==> src/hdl/pcg32_pkg.sv <==
// Shared types, constants and the output permutation of the PCG32 generator.
package pcg32_pkg;

  localparam logic [63:0] PCG_MULT      = 64'd6364136223846793005;
  localparam logic [63:0] PCG_STATE_RST = 64'h853c49e6748fea9b;
  localparam logic [63:0] PCG_INC_RST   = 64'hda3e39cb94b95bdb;

  localparam int unsigned LCG_W     = 64;
  localparam int unsigned WORD_W    = 32;
  localparam int unsigned FRAC_W    = 24;
  localparam int unsigned DIGIT_W   = 4;
  localparam int unsigned MUL_STEPS = LCG_W / DIGIT_W;
  localparam int unsigned DIV_STEPS = WORD_W;
  localparam int unsigned PADDR_W   = 4;

  // Register index taken from paddr[3]
  localparam logic REG_SEED   = 1'b0;
  localparam logic REG_STREAM = 1'b1;

  typedef enum logic [1:0] {
    FUNC_RAW    = 2'd0,
    FUNC_FRAC   = 2'd1,
    FUNC_RANGE  = 2'd2,
    FUNC_RESEED = 2'd3
  } func_e;

  typedef enum logic [2:0] {
    ST_IDLE = 3'b001,
    ST_RUN  = 3'b010,
    ST_FIN  = 3'b100
  } ctrl_state_e;

  // XSH-RR permutation of the old state
  function automatic logic [WORD_W-1:0] xsh_rr(input logic [LCG_W-1:0] s);
    logic [LCG_W-1:0]  x;
    logic [WORD_W-1:0] xs;
    logic [4:0]        rot;
    x   = ((s >> 18) ^ s) >> 27;
    xs  = x[WORD_W-1:0];
    rot = s[63:59];
    return (xs >> rot) | (xs << (6'd32 - {1'b0, rot}));
  endfunction

endpackage

==> src/hdl/pcg32_if.sv <==
// Request and response channel interfaces of the PCG32 generator.
interface pcg32_req_if;
  logic               valid;
  logic               ready;
  logic [1:0]         func;
  logic signed [31:0] range_low;
  logic signed [31:0] range_high;

  modport source (output valid, func, range_low, range_high, input ready);
  modport sink   (input valid, func, range_low, range_high, output ready);
endinterface

interface pcg32_rsp_if;
  logic               valid;
  logic               ready;
  logic [31:0]        random_word;
  logic [23:0]        unit_fraction;
  logic signed [31:0] ranged_value;

  modport source (output valid, random_word, unit_fraction, ranged_value, input ready);
  modport sink   (input valid, random_word, unit_fraction, ranged_value, output ready);
endinterface

==> src/hdl/pcg32_lcg_mul.sv <==
// Digit-serial LCG step: next = old * multiplier + increment, one nibble a cycle.
module pcg32_lcg_mul (
  input  logic                     clk_i,
  input  logic                     rst_ni,
  input  logic                     start_i,
  input  logic [pcg32_pkg::LCG_W-1:0] old_i,
  input  logic [pcg32_pkg::LCG_W-1:0] inc_i,
  output logic                     done_o,
  output logic [pcg32_pkg::LCG_W-1:0] next_o
);
  import pcg32_pkg::*;

  localparam int unsigned CNT_W = $clog2(MUL_STEPS);

  logic [LCG_W-1:0] acc_q, acc_d;
  logic [LCG_W-1:0] mcand_q, mcand_d;
  logic [LCG_W-1:0] mplier_q, mplier_d;
  logic [CNT_W-1:0] cnt_q, cnt_d;
  logic             busy_q, busy_d;
  logic             done_q, done_d;

  always_comb begin
    acc_d    = acc_q;
    mcand_d  = mcand_q;
    mplier_d = mplier_q;
    cnt_d    = cnt_q;
    busy_d   = busy_q;
    done_d   = 1'b0;
    if (start_i) begin
      acc_d    = inc_i;
      mcand_d  = PCG_MULT;
      mplier_d = old_i;
      cnt_d    = '0;
      busy_d   = 1'b1;
    end else if (busy_q) begin
      // add one partial product of a nibble, then shift both operands
      acc_d    = acc_q + mcand_q * LCG_W'(mplier_q[DIGIT_W-1:0]);
      mcand_d  = mcand_q << DIGIT_W;
      mplier_d = mplier_q >> DIGIT_W;
      cnt_d    = cnt_q + 1'b1;
      if (cnt_q == CNT_W'(MUL_STEPS - 1)) begin
        busy_d = 1'b0;
        done_d = 1'b1;
      end
    end
  end

  always_ff @(posedge clk_i or negedge rst_ni) begin
    if (!rst_ni) begin
      busy_q <= 1'b0;
      done_q <= 1'b0;
      cnt_q  <= '0;
    end else begin
      busy_q <= busy_d;
      done_q <= done_d;
      cnt_q  <= cnt_d;
    end
  end

  always_ff @(posedge clk_i) begin
    acc_q    <= acc_d;
    mcand_q  <= mcand_d;
    mplier_q <= mplier_d;
  end

  assign done_o = done_q;
  assign next_o = acc_q;

endmodule

==> src/hdl/pcg32_mod_div.sv <==
// Bit-serial restoring remainder unit: rem = dividend mod divisor.
module pcg32_mod_div (
  input  logic                        clk_i,
  input  logic                        rst_ni,
  input  logic                        start_i,
  input  logic [pcg32_pkg::WORD_W-1:0] dividend_i,
  input  logic [pcg32_pkg::WORD_W-1:0] divisor_i,
  output logic                        done_o,
  output logic [pcg32_pkg::WORD_W-1:0] rem_o
);
  import pcg32_pkg::*;

  localparam int unsigned CNT_W = $clog2(DIV_STEPS);

  logic [WORD_W-1:0] rem_q, rem_d;
  logic [WORD_W-1:0] dvd_q, dvd_d;
  logic [WORD_W-1:0] dvs_q, dvs_d;
  logic [CNT_W-1:0]  cnt_q, cnt_d;
  logic              busy_q, busy_d;
  logic              done_q, done_d;
  logic [WORD_W:0]   trial;

  always_comb begin
    rem_d  = rem_q;
    dvd_d  = dvd_q;
    dvs_d  = dvs_q;
    cnt_d  = cnt_q;
    busy_d = busy_q;
    done_d = 1'b0;
    trial  = {rem_q, dvd_q[WORD_W-1]};
    if (start_i) begin
      rem_d  = '0;
      dvd_d  = dividend_i;
      dvs_d  = divisor_i;
      cnt_d  = '0;
      busy_d = 1'b1;
    end else if (busy_q) begin
      // bring in the next dividend bit, subtract where it fits
      if (trial >= {1'b0, dvs_q}) begin
        trial = trial - {1'b0, dvs_q};
      end
      rem_d = trial[WORD_W-1:0];
      dvd_d = dvd_q << 1;
      cnt_d = cnt_q + 1'b1;
      if (cnt_q == CNT_W'(DIV_STEPS - 1)) begin
        busy_d = 1'b0;
        done_d = 1'b1;
      end
    end
  end

  always_ff @(posedge clk_i or negedge rst_ni) begin
    if (!rst_ni) begin
      busy_q <= 1'b0;
      done_q <= 1'b0;
      cnt_q  <= '0;
    end else begin
      busy_q <= busy_d;
      done_q <= done_d;
      cnt_q  <= cnt_d;
    end
  end

  always_ff @(posedge clk_i) begin
    rem_q <= rem_d;
    dvd_q <= dvd_d;
    dvs_q <= dvs_d;
  end

  assign done_o = done_q;
  assign rem_o  = rem_q;

endmodule

==> src/hdl/pcg32_random_generator_unit.sv <==
// Top level of the PCG32 XSH-RR generator: config registers, control and output register.
// Raw word, fraction and reseed wait on the 16-step nibble-serial LCG multiplier; a ranged
//   draw also waits on the 32-step bit-serial remainder unit; an empty or inverted range
//   uses neither unit.
// Throughput: one item at a time; the next request beat is taken once the previous result
//   sits in the output register, so it overlaps with the wait for the consumer.
// Reset: LCG state and increment return to the stock PCG32 defaults, seed and stream to 0.
module pcg32_random_generator_unit (
  input  logic                          clk_i,
  input  logic                          rst_ni,
  pcg32_req_if.sink                     req_i,
  pcg32_rsp_if.source                   rsp_o,
  input  logic                          psel,
  input  logic                          penable,
  input  logic                          pwrite,
  input  logic [pcg32_pkg::PADDR_W-1:0] paddr,
  input  logic [63:0]                   pwdata,
  output logic [63:0]                   prdata,
  output logic                          pready
);
  import pcg32_pkg::*;

  // Configuration registers
  logic [63:0] seed_q, stream_q;

  // Generator state
  logic [LCG_W-1:0] lcg_state_q, lcg_state_d;
  logic [LCG_W-1:0] lcg_inc_q, lcg_inc_d;

  // Per-item working registers
  ctrl_state_e       state_q, state_d;
  func_e             func_q, func_d;
  logic [WORD_W-1:0] word_q, word_d;
  logic [WORD_W-1:0] lo_q, lo_d;
  logic [WORD_W-1:0] span_q, span_d;
  logic              empty_q, empty_d;
  logic              mul_pend_q, mul_pend_d;
  logic              div_pend_q, div_pend_d;

  // Output register
  logic              out_valid_q, out_valid_d;
  logic [WORD_W-1:0] out_word_q, out_word_d;
  logic [FRAC_W-1:0] out_frac_q, out_frac_d;
  logic [WORD_W-1:0] out_ranged_q, out_ranged_d;

  // Serial units
  logic              mul_start, mul_done;
  logic [LCG_W-1:0]  mul_old, mul_inc, mul_next;
  logic              div_start, div_done;
  logic [WORD_W-1:0] div_rem;

  logic              accept;
  logic              out_free;
  func_e             req_func;
  logic [63:0]       mix;
  logic [LCG_W-1:0]  reseed_inc;
  logic [LCG_W-1:0]  reseed_state;
  logic [WORD_W-1:0] draw_word;
  logic [WORD_W-1:0] req_span;
  logic [WORD_W-1:0] offset;
  logic              cfg_write;

  // ---------------------------------------------------------------------------
  // APB port: always ready, register selected by paddr[3]
  // ---------------------------------------------------------------------------
  assign pready    = 1'b1;
  assign cfg_write = psel & penable & pwrite & pready;
  assign prdata    = (paddr[3] == REG_STREAM) ? stream_q : seed_q;

  always_ff @(posedge clk_i or negedge rst_ni) begin
    if (!rst_ni) begin
      seed_q   <= '0;
      stream_q <= '0;
    end else if (cfg_write) begin
      unique case (paddr[3])
        REG_SEED:   seed_q   <= pwdata;
        REG_STREAM: stream_q <= pwdata;
        default: ;
      endcase
    end
  end

  // ---------------------------------------------------------------------------
  // Request decode
  // ---------------------------------------------------------------------------
  assign req_i.ready = (state_q == ST_IDLE);
  assign accept      = req_i.valid & req_i.ready;
  assign req_func    = func_e'(req_i.func);

  // Permuted word taken from the current state before it advances
  assign draw_word = xsh_rr(lcg_state_q);
  assign req_span  = req_i.range_high - req_i.range_low + 32'd1;

  // Reseed: the first step from a zero state lands on the increment itself,
  // so fold it in with the state offset and run only the second step serially
  assign mix          = seed_q ^ stream_q;
  assign reseed_inc   = {mix[62:0], 1'b1};
  assign reseed_state = reseed_inc + (PCG_STATE_RST ^ mix);

  assign mul_old   = (req_func == FUNC_RESEED) ? reseed_state : lcg_state_q;
  assign mul_inc   = (req_func == FUNC_RESEED) ? reseed_inc : lcg_inc_q;
  assign div_start = accept && (req_func == FUNC_RANGE) &&
                     !(req_i.range_high <= req_i.range_low);
  assign mul_start = accept && !((req_func == FUNC_RANGE) &&
                     (req_i.range_high <= req_i.range_low));

  pcg32_lcg_mul u_mul (
    .clk_i   (clk_i),
    .rst_ni  (rst_ni),
    .start_i (mul_start),
    .old_i   (mul_old),
    .inc_i   (mul_inc),
    .done_o  (mul_done),
    .next_o  (mul_next)
  );

  pcg32_mod_div u_div (
    .clk_i      (clk_i),
    .rst_ni     (rst_ni),
    .start_i    (div_start),
    .dividend_i (draw_word),
    .divisor_i  (req_span),
    .done_o     (div_done),
    .rem_o      (div_rem)
  );

  // A span that wrapped to zero means the full 32-bit range: use the raw word
  assign offset   = (span_q == '0) ? word_q : div_rem;
  assign out_free = !out_valid_q || rsp_o.ready;

  // ---------------------------------------------------------------------------
  // Control
  // ---------------------------------------------------------------------------
  always_comb begin
    state_d      = state_q;
    func_d       = func_q;
    word_d       = word_q;
    lo_d         = lo_q;
    span_d       = span_q;
    empty_d      = empty_q;
    mul_pend_d   = mul_pend_q;
    div_pend_d   = div_pend_q;
    lcg_state_d  = lcg_state_q;
    lcg_inc_d    = lcg_inc_q;
    out_valid_d  = out_valid_q;
    out_word_d   = out_word_q;
    out_frac_d   = out_frac_q;
    out_ranged_d = out_ranged_q;

    // drop the result once the consumer takes the beat
    if (out_valid_q && rsp_o.ready) begin
      out_valid_d = 1'b0;
    end

    // store the advanced state when the multiplier finishes
    if (mul_done) begin
      lcg_state_d = mul_next;
      mul_pend_d  = 1'b0;
    end
    if (div_done) begin
      div_pend_d = 1'b0;
    end

    unique case (state_q)
      ST_IDLE: begin
        if (accept) begin
          func_d     = req_func;
          lo_d       = req_i.range_low;
          span_d     = req_span;
          empty_d    = 1'b0;
          word_d     = draw_word;
          mul_pend_d = mul_start;
          div_pend_d = div_start;
          state_d    = ST_RUN;
          unique case (req_func)
            FUNC_RAW, FUNC_FRAC: ;
            FUNC_RANGE: begin
              if (req_i.range_high <= req_i.range_low) begin
                empty_d = 1'b1;
                word_d  = '0;
              end
            end
            FUNC_RESEED: begin
              word_d      = '0;
              lcg_inc_d   = reseed_inc;
              lcg_state_d = reseed_state;
            end
            default: ;
          endcase
        end
      end
      ST_RUN: begin
        if (!mul_pend_q && !div_pend_q) begin
          state_d = ST_FIN;
        end
      end
      ST_FIN: begin
        // hold until the output register is free, then load the result
        if (out_free) begin
          out_valid_d  = 1'b1;
          out_word_d   = word_q;
          out_frac_d   = (func_q == FUNC_FRAC) ? word_q[WORD_W-1:WORD_W-FRAC_W] : '0;
          out_ranged_d = '0;
          if (func_q == FUNC_RANGE) begin
            out_ranged_d = empty_q ? lo_q : lo_q + offset;
          end
          state_d = ST_IDLE;
        end
      end
      default: state_d = ST_IDLE;
    endcase
  end

  always_ff @(posedge clk_i or negedge rst_ni) begin
    if (!rst_ni) begin
      state_q     <= ST_IDLE;
      mul_pend_q  <= 1'b0;
      div_pend_q  <= 1'b0;
      out_valid_q <= 1'b0;
      lcg_state_q <= PCG_STATE_RST;
      lcg_inc_q   <= PCG_INC_RST;
    end else begin
      state_q     <= state_d;
      mul_pend_q  <= mul_pend_d;
      div_pend_q  <= div_pend_d;
      out_valid_q <= out_valid_d;
      lcg_state_q <= lcg_state_d;
      lcg_inc_q   <= lcg_inc_d;
    end
  end

  always_ff @(posedge clk_i) begin
    func_q       <= func_d;
    word_q       <= word_d;
    lo_q         <= lo_d;
    span_q       <= span_d;
    empty_q      <= empty_d;
    out_word_q   <= out_word_d;
    out_frac_q   <= out_frac_d;
    out_ranged_q <= out_ranged_d;
  end

  assign rsp_o.valid         = out_valid_q;
  assign rsp_o.random_word   = out_word_q;
  assign rsp_o.unit_fraction = out_frac_q;
  assign rsp_o.ranged_value  = out_ranged_q;

endmodule
==> src/flat_wrapper.sv <==
// flat-port wrapper written by rule: the top's interface ports become plain ports
module pcg32_random_generator_unit_flat import pcg32_pkg::*;
  (clk_i, rst_ni, psel, penable, pwrite, paddr, pwdata, prdata, pready, req_i_valid, req_i_func, req_i_range_low, req_i_range_high, req_i_ready, rsp_o_valid, rsp_o_random_word, rsp_o_unit_fraction, rsp_o_ranged_value, rsp_o_ready);
  pcg32_req_if req_i_i ();
  pcg32_rsp_if rsp_o_i ();
  input  logic clk_i;
  input  logic rst_ni;
  input  logic psel;
  input  logic penable;
  input  logic pwrite;
  input  logic [pcg32_pkg::PADDR_W-1:0] paddr;
  input  logic [63:0] pwdata;
  output logic [63:0] prdata;
  output logic pready;
  input wire logic [$bits(req_i_i.valid)-1:0] req_i_valid;
  input wire logic [$bits(req_i_i.func)-1:0] req_i_func;
  input wire logic [$bits(req_i_i.range_low)-1:0] req_i_range_low;
  input wire logic [$bits(req_i_i.range_high)-1:0] req_i_range_high;
  output wire logic [$bits(req_i_i.ready)-1:0] req_i_ready;
  output wire logic [$bits(rsp_o_i.valid)-1:0] rsp_o_valid;
  output wire logic [$bits(rsp_o_i.random_word)-1:0] rsp_o_random_word;
  output wire logic [$bits(rsp_o_i.unit_fraction)-1:0] rsp_o_unit_fraction;
  output wire logic [$bits(rsp_o_i.ranged_value)-1:0] rsp_o_ranged_value;
  input wire logic [$bits(rsp_o_i.ready)-1:0] rsp_o_ready;
  assign req_i_i.valid = req_i_valid;
  assign req_i_i.func = req_i_func;
  assign req_i_i.range_low = req_i_range_low;
  assign req_i_i.range_high = req_i_range_high;
  assign req_i_ready = req_i_i.ready;
  assign rsp_o_valid = rsp_o_i.valid;
  assign rsp_o_random_word = rsp_o_i.random_word;
  assign rsp_o_unit_fraction = rsp_o_i.unit_fraction;
  assign rsp_o_ranged_value = rsp_o_i.ranged_value;
  assign rsp_o_i.ready = rsp_o_ready;
  pcg32_random_generator_unit u_core (.clk_i(clk_i), .rst_ni(rst_ni), .req_i(req_i_i), .rsp_o(rsp_o_i), .psel(psel), .penable(penable), .pwrite(pwrite), .paddr(paddr), .pwdata(pwdata), .prdata(prdata), .pready(pready));
endmodule
==> config.mk <==
export PLATFORM = sky130hd
export DESIGN_NAME = pcg32_random_generator_unit_flat
export DESIGN_NICKNAME = d
export VERILOG_FILES = /design/src/hdl/pcg32_pkg.sv /design/src/hdl/pcg32_if.sv /design/src/hdl/pcg32_lcg_mul.sv /design/src/hdl/pcg32_mod_div.sv /design/src/hdl/pcg32_random_generator_unit.sv /design/src/flat_wrapper.sv
export SDC_FILE = /design/constraint.sdc
export NUM_CORES = 2
export LEC_CHECK = 0
export BUFFER_PORTS_ARGS = -buffer_cell sky130_fd_sc_hd__buf_4
export CORE_MARGIN = 8
export CORE_UTILIZATION = 42
export DETAILED_ROUTE_END_ITERATION = 8
export GPL_ROUTABILITY_DRIVEN = 0
export GPL_TIMING_DRIVEN = 0
export REMOVE_ABC_BUFFERS = 1
export SYNTH_ARGS = -nofsm -noshare
export SYNTH_HDL_FRONTEND = slang
export SYNTH_SLANG_ARGS = --single-unit
export TNS_END_PERCENT = 10
==> constraint.sdc <==
create_clock -name clk_i -period 10.1 [get_ports clk_i]
set_clock_uncertainty 0.1 [all_clocks]
set_input_delay 2.02 -clock clk_i [delete_from_list [all_inputs] [get_ports clk_i]]
set_output_delay 2.02 -clock clk_i [all_outputs]
set_load 0.01 [all_outputs]
After elaboration in Yosys (flattened, before gate mapping):

Index checks and enable logic that the tools add are counted.

* register bits: 749
* input port bits: 141
* logic and storage cells: 130

* shift-type cells: 2
* bitwise logic cells: 8
* reduce and logical (&&, ||, !) cells: 20
* $add $sub $neg: 9
* mux-type cells: 48
* magnitude comparators: 2
* eq/ne operators: 12
* multipliers: 1

Operators with widths (number)
* 2-to-1 mux 64 bit: 11
* 2-to-1 mux 32 bit: 6
* adder 64 bit: 2
* multiplier 64 x 4 -> 64 bit: 1
* case mux 32 bit (2 select lines): 1
* subtractor 32 bit: 2
* XOR 64 bit: 1
* XOR 46 x 59 -> 59 bit: 1
* NOT 34 bit: 1
* greater-or-equal comparator 33 x 32 -> 1 bit: 1
* adder 32 x 1 -> 32 bit (second input constant): 1
* adder 32 bit: 1
* <= comparator 32 bit: 1
* logical NOT 32 bit: 1
* OR 32 bit: 1
* << shifter 32 x 6 -> 32 bit: 1
* >> shifter 32 x 5 -> 32 bit: 1
* 2-to-1 mux 1 bit: 22
* 2-to-1 mux 5 bit: 2
* 2-to-1 mux 3 bit: 3
* case mux 3 bit (3 select lines): 1
* 2-to-1 mux 4 bit: 2
* AND reduction 2 bit: 4
* equality test 2 bit (second input constant): 3
* other kinds (18): 31

Longest topological paths before layout:

* word-level depth: 6
* depth in mapped cells: 23
* gate-level depth less buffers: 20

By module:

From an unflattened synthesis, not the netlist that was laid out.

* cells, all modules: 5697
* area total of the unflattened synthesis: 54469.7 um2

By module, submodules not included
* pcg32_random_generator_unit: cells an instance 3276, times used 1, area each 31156.1 um2
* pcg32_lcg_mul: cells an instance 1832, times used 1, area each 17371.7 um2
* pcg32_mod_div: cells an instance 589, times used 1, area each 5941.9 um2

Least setup slack after synthesis:

No wires, ideal clock.

* path kind: input-to-reg
* start: input req_i_range_low[30]
* end: register u_core.u_mul.mplier_q[0], enable pin
* required time: 9.491 ns
* arrival time: 6.791 ns
* buffers on the path: 1
* setup slack: 2.700 ns
* library setup time: 0.509 ns
* stages on the path: 10
* cell sequence: inv_1 -> ha_1 -> nand2_1 -> or4_1 -> nor4_1 -> a21oi_1 -> mux2i_1 -> a21o_1 -> buf_2 -> nand2b_1

* word-level cells in the longest chain between the ends: 5

RTL lines
* start: declaration: RTL line flat_wrapper.sv:17 `input wire logic [$bits(req_i_i.range_low)-1:0] req_i_range_low;`
* <= comparator 32 bit: RTL line pcg32_random_generator_unit.sv:105 `(req_i.range_high <= req_i.range_low));`
* logical AND 1 bit: RTL line pcg32_random_generator_unit.sv:104 `assign mul_start = accept && !((req_func == FUNC_RANGE) &&`
* logical NOT 1 bit: RTL line pcg32_random_generator_unit.sv:104
* logical AND 1 bit: RTL line pcg32_random_generator_unit.sv:104
* nonzero test 2 bit (no line)
* end signal: assignment: RTL line pcg32_lcg_mul.sv:63 `mplier_q <= mplier_d;`
* end: declaration: RTL line pcg32_lcg_mul.sv:17 `logic [LCG_W-1:0] mplier_q, mplier_d;`

No other way between the ends.
A chain may end at the register's enable or synchronous reset.

Final worst setup path:

* start: input req_i_range_low[9]
* end: register u_core.u_mul.mplier_q[51], enable pin

Same word-level chain as after synthesis.

==> out/metrics.yaml <==
status: "complete, no violations"
drt_iter0_markers: 2756
synthFlopType: "edfxtp_1"
slew_viol_final: 0
grt_max_degree: 121
end_kind: "register"
fin_util_pct: 48.1
cts_tree: "built"
wl_microns: 145000
yosys.cell_types.count: 92
met2_usage_pct: 33.1
place_hpwl_microns: 109000
antenna_found_initial: 1
io_buffers: 291
viasPerCell: 5.42
wl_per_cell_microns: 19.4
reg2regPathDepth: 18
nNetsFinal: 6343
slowest_stage: "nor4_1"
rsz0062_at_grt: "false"
drv_cap: 0
max_slew_margin_pct: 14.0
die_w_microns: 371
setup_viol: 0
critPathRequiredTime_ns: 10.42
period_needed_ns: 7.14
cts_buffers: 90
path_cells: "buf_4 -> inv_1 -> ha_1 -> nand4_1 -> nor4_1 -> o21ai_0 -> o211ai_1 -> a21oi_1 -> mux2i_1 -> a21o_4 -> buf_16 -> buf_16 -> nand2b_4 -> buf_16 -> buf_12"
yosysWarnings: 0
drc_errors: 0
worstSetupPathType: "primary input to register"
coreArea_sq_um: 125000
fillers: 11700
postCtsSetupRepairBufs: 0
grt_use_total_pct: 20.7
crit_fanout: 66
reg2reg_setup_slack_ns: 3.28
ios: 296
netlist_top_cells_area: "edfxtp_1 (21%), dfrtp_1 (9.5%), fa_1 (7.2%)"
antennaDiodeCount: 0
grtUsageMet3_pct: 3.14
min_path_cells: 2
hold_viol: 0
ant_nets: 0
fin_crit_sh_pct: 70.7
final_layout_size_suffix_gt1_share_pct: 14.9
die-area_sq_um: 138000
htreeDepth: 3
synthArstFlopShare_pct: 37.2
start_util_pct: 42.3
tightestPinTransition_ns: 1.29
gr-usage-met1_pct: 29.3
postCtsResizedCells: 0
row_count: 130
startpoint_type: "primary input"
r2r_end: "u_core.u_mul.next_o[60]$_DFFE_PP_"
cts_root_buf: "clkbuf_16"
min_from: "u_core.lcg_inc_q[42]$_DFFE_PN0P_"
cts_hold_buf: 0
die_y_microns: 371
hold_path_class: "register to register"
dr_total_vias: 40500
syn2layout_area_growth_pct: 13.6
first_pass_iters: 6
syn_inst: 5616
clock.fmax_mhz: 140
first_global_vias: 40600
synth_edf_count: 379
yosys.area.top_type: "edfxtp_1"
clock_path_buffers: 3
ys_ff_latch: 740
grt_first_pass_wirelength_microns: 230000
path_common_cell: "buf_16"
slowest_delay_ns: 0.89
syn_area_sq_um: 53000
grt.busiest_layer: "met2"
cts_sinks: 740
insertion_delay_ns: 0.70
yosysTopAreaCellShare_pct: 21.5
whs_endpoint: "u_core.lcg_inc_q[42]$_DFFE_PN0P_"
globalRouteOverflowTotal: 0
syn_avg_cell_area_sq_um: 9.44
cp.arrival_ns: 7.46
clk_pin_slew_ns: 0.06
r2r-start: "u_core.u_mul.mplier_q[3]$_DFFE_PP_"
yosysSeqAreaShare_pct: 37.9
[cells in the mapped netlist, types with 15 or more instances]
| cell type | number |
|---|---|
| a21o_1 | 101 |
| o21a_1 | 36 |
| nor2b_1 | 43 |
| o211ai_1 | 42 |
| dfstp_2 | 73 |
| fa_1 | 191 |
| nand2_1 | 561 |
| a211oi_1 | 91 |
| a21oi_1 | 415 |
| edfxtp_1 | 379 |
| ha_1 | 267 |
| nor3_1 | 43 |
| buf_1 | 33 |
| nand3_1 | 72 |
| inv_1 | 506 |
| clkbuf_1 | 252 |
| o21ai_0 | 369 |
| nor4_1 | 18 |
| nor2_1 | 402 |
| xnor2_1 | 212 |
| o31ai_1 | 21 |
| dfxtp_1 | 86 |
| o21bai_1 | 45 |
| and3_1 | 28 |
| a221oi_1 | 15 |
| mux2i_1 | 171 |
| mux2_2 | 237 |
| nand4_1 | 42 |
| xor2_1 | 91 |
| nand2b_1 | 32 |
| and2_1 | 236 |
| a31oi_1 | 70 |
| dfrtp_1 | 202 |
[flip-flops by register name (all words and copies together) (netlist names), 54 cells and up]
register and count:
u_core.seed_q 64, u_core.lcg_inc_q 64, u_core.u_mul.next_o 64, u_core.stream_q 64, u_core.u_mul.mcand_q 54, u_core.u_mul.mplier_q 64
u_core.lcg_state_q 64
[cell type report]
cell class	count	area [sq um]	area share, %
multi-input cells	4062	30000	49.8
flip-flops and latches	740	20100	33.3
repair buffers	339	3260	5.41
clock buffers	127	2560	4.26
well taps	1650	2060	3.43
inverters	511	1920	3.19
clock inverters	42	388	0.644
[per-stage QoR]
step	hold WS [ns]	area [sq um]	instances	TNS (ns)	setup slack, ns
3_3_place_gp	0.358	56100	7254	-2277.74	-8.66
5_1_grt	0.395	60300	7471	0	2.78
2_1_floorplan	0.320	51900	5313	-54.61	-0.410
4_1_cts	0.380	60300	7471	0	2.89
3_5_place_dp	0.367	57300	7302	0	2.13
6_report	0.375	60300	7471	0	2.96
[cell usage in the layout (no fill, tap or decap), types with 43 or more instances in the layout]
cell type	n
o21ai_0	369
nand3_1	72
mux2_2	237
edfxtp_1	379
a21oi_1	414
a31oi_1	70
inv_1	505
a211oi_1	91
and2_1	235
dfxtp_1	86
nand2_1	558
fa_1	191
a21o_1	100
o21bai_1	45
xnor2_1	210
buf_4	290
mux2i_1	171
nor3_1	43
nor2_1	399
dfrtp_1	196
clkbuf_16	93
ha_1	267
xor2_1	89
dfstp_2	73
[per-layer routing]
metal | vias up | part of all wire (%)
met3 | 225 | 5.4
met1 | 19400 | 47
met4 | 0 | 2.7
met5 | - | 0
met2 | 1090 | 45
li1 | 19700 | -
[worst max path at each step]
stage / startpoint / end / slack (ns) / cells past startpoint
after floorplan: req_i_range_low[30] / u_core.u_mul.mplier_q[0]$_DFFE_PP_ / -0.41 / 9
after global placement: req_i_range_low[9] / u_core.u_mul.next_o[60]$_DFFE_PP_ / -8.66 / 11
after detailed placement: req_i_range_low[9] / u_core.u_mul.mplier_q[51]$_DFFE_PP_ / 2.13 / 15
after CTS: req_i_range_low[9] / u_core.u_mul.mplier_q[51]$_DFFE_PP_ / 2.89 / 15
after global routing: req_i_range_low[9] / u_core.u_mul.mplier_q[51]$_DFFE_PP_ / 2.78 / 15
final: req_i_range_low[9] / u_core.u_mul.mplier_q[51]$_DFFE_PP_ / 2.96 / 15
[cell families (layout without fill, tap and decap cells)]
kind of cell,after synthesis,count (layout),share of synthesized area (%)
fa+ha+maj,458,458,13.5
flops,740,740,37.9
buf+inv,814,1019,5.82
simple gates,1537,1537,13.5
xor+xnor,303,303,5.00
compound gates,1342,1342,15.5
other cells,1,1,0.00707
mux,421,421,8.81
[critical path: cells and delay by family]
family / cells / cell delay [ns]
mux: 1 / 0.85
fa+ha+maj: 1 / 0.30
compound gates: 4 / 1.34
buf+inv: 6 / 1.38
simple gates: 3 / 1.41
Power is not shown: default switching activity piles up to over one toggle a cycle in this logic, so the estimate is an artifact.
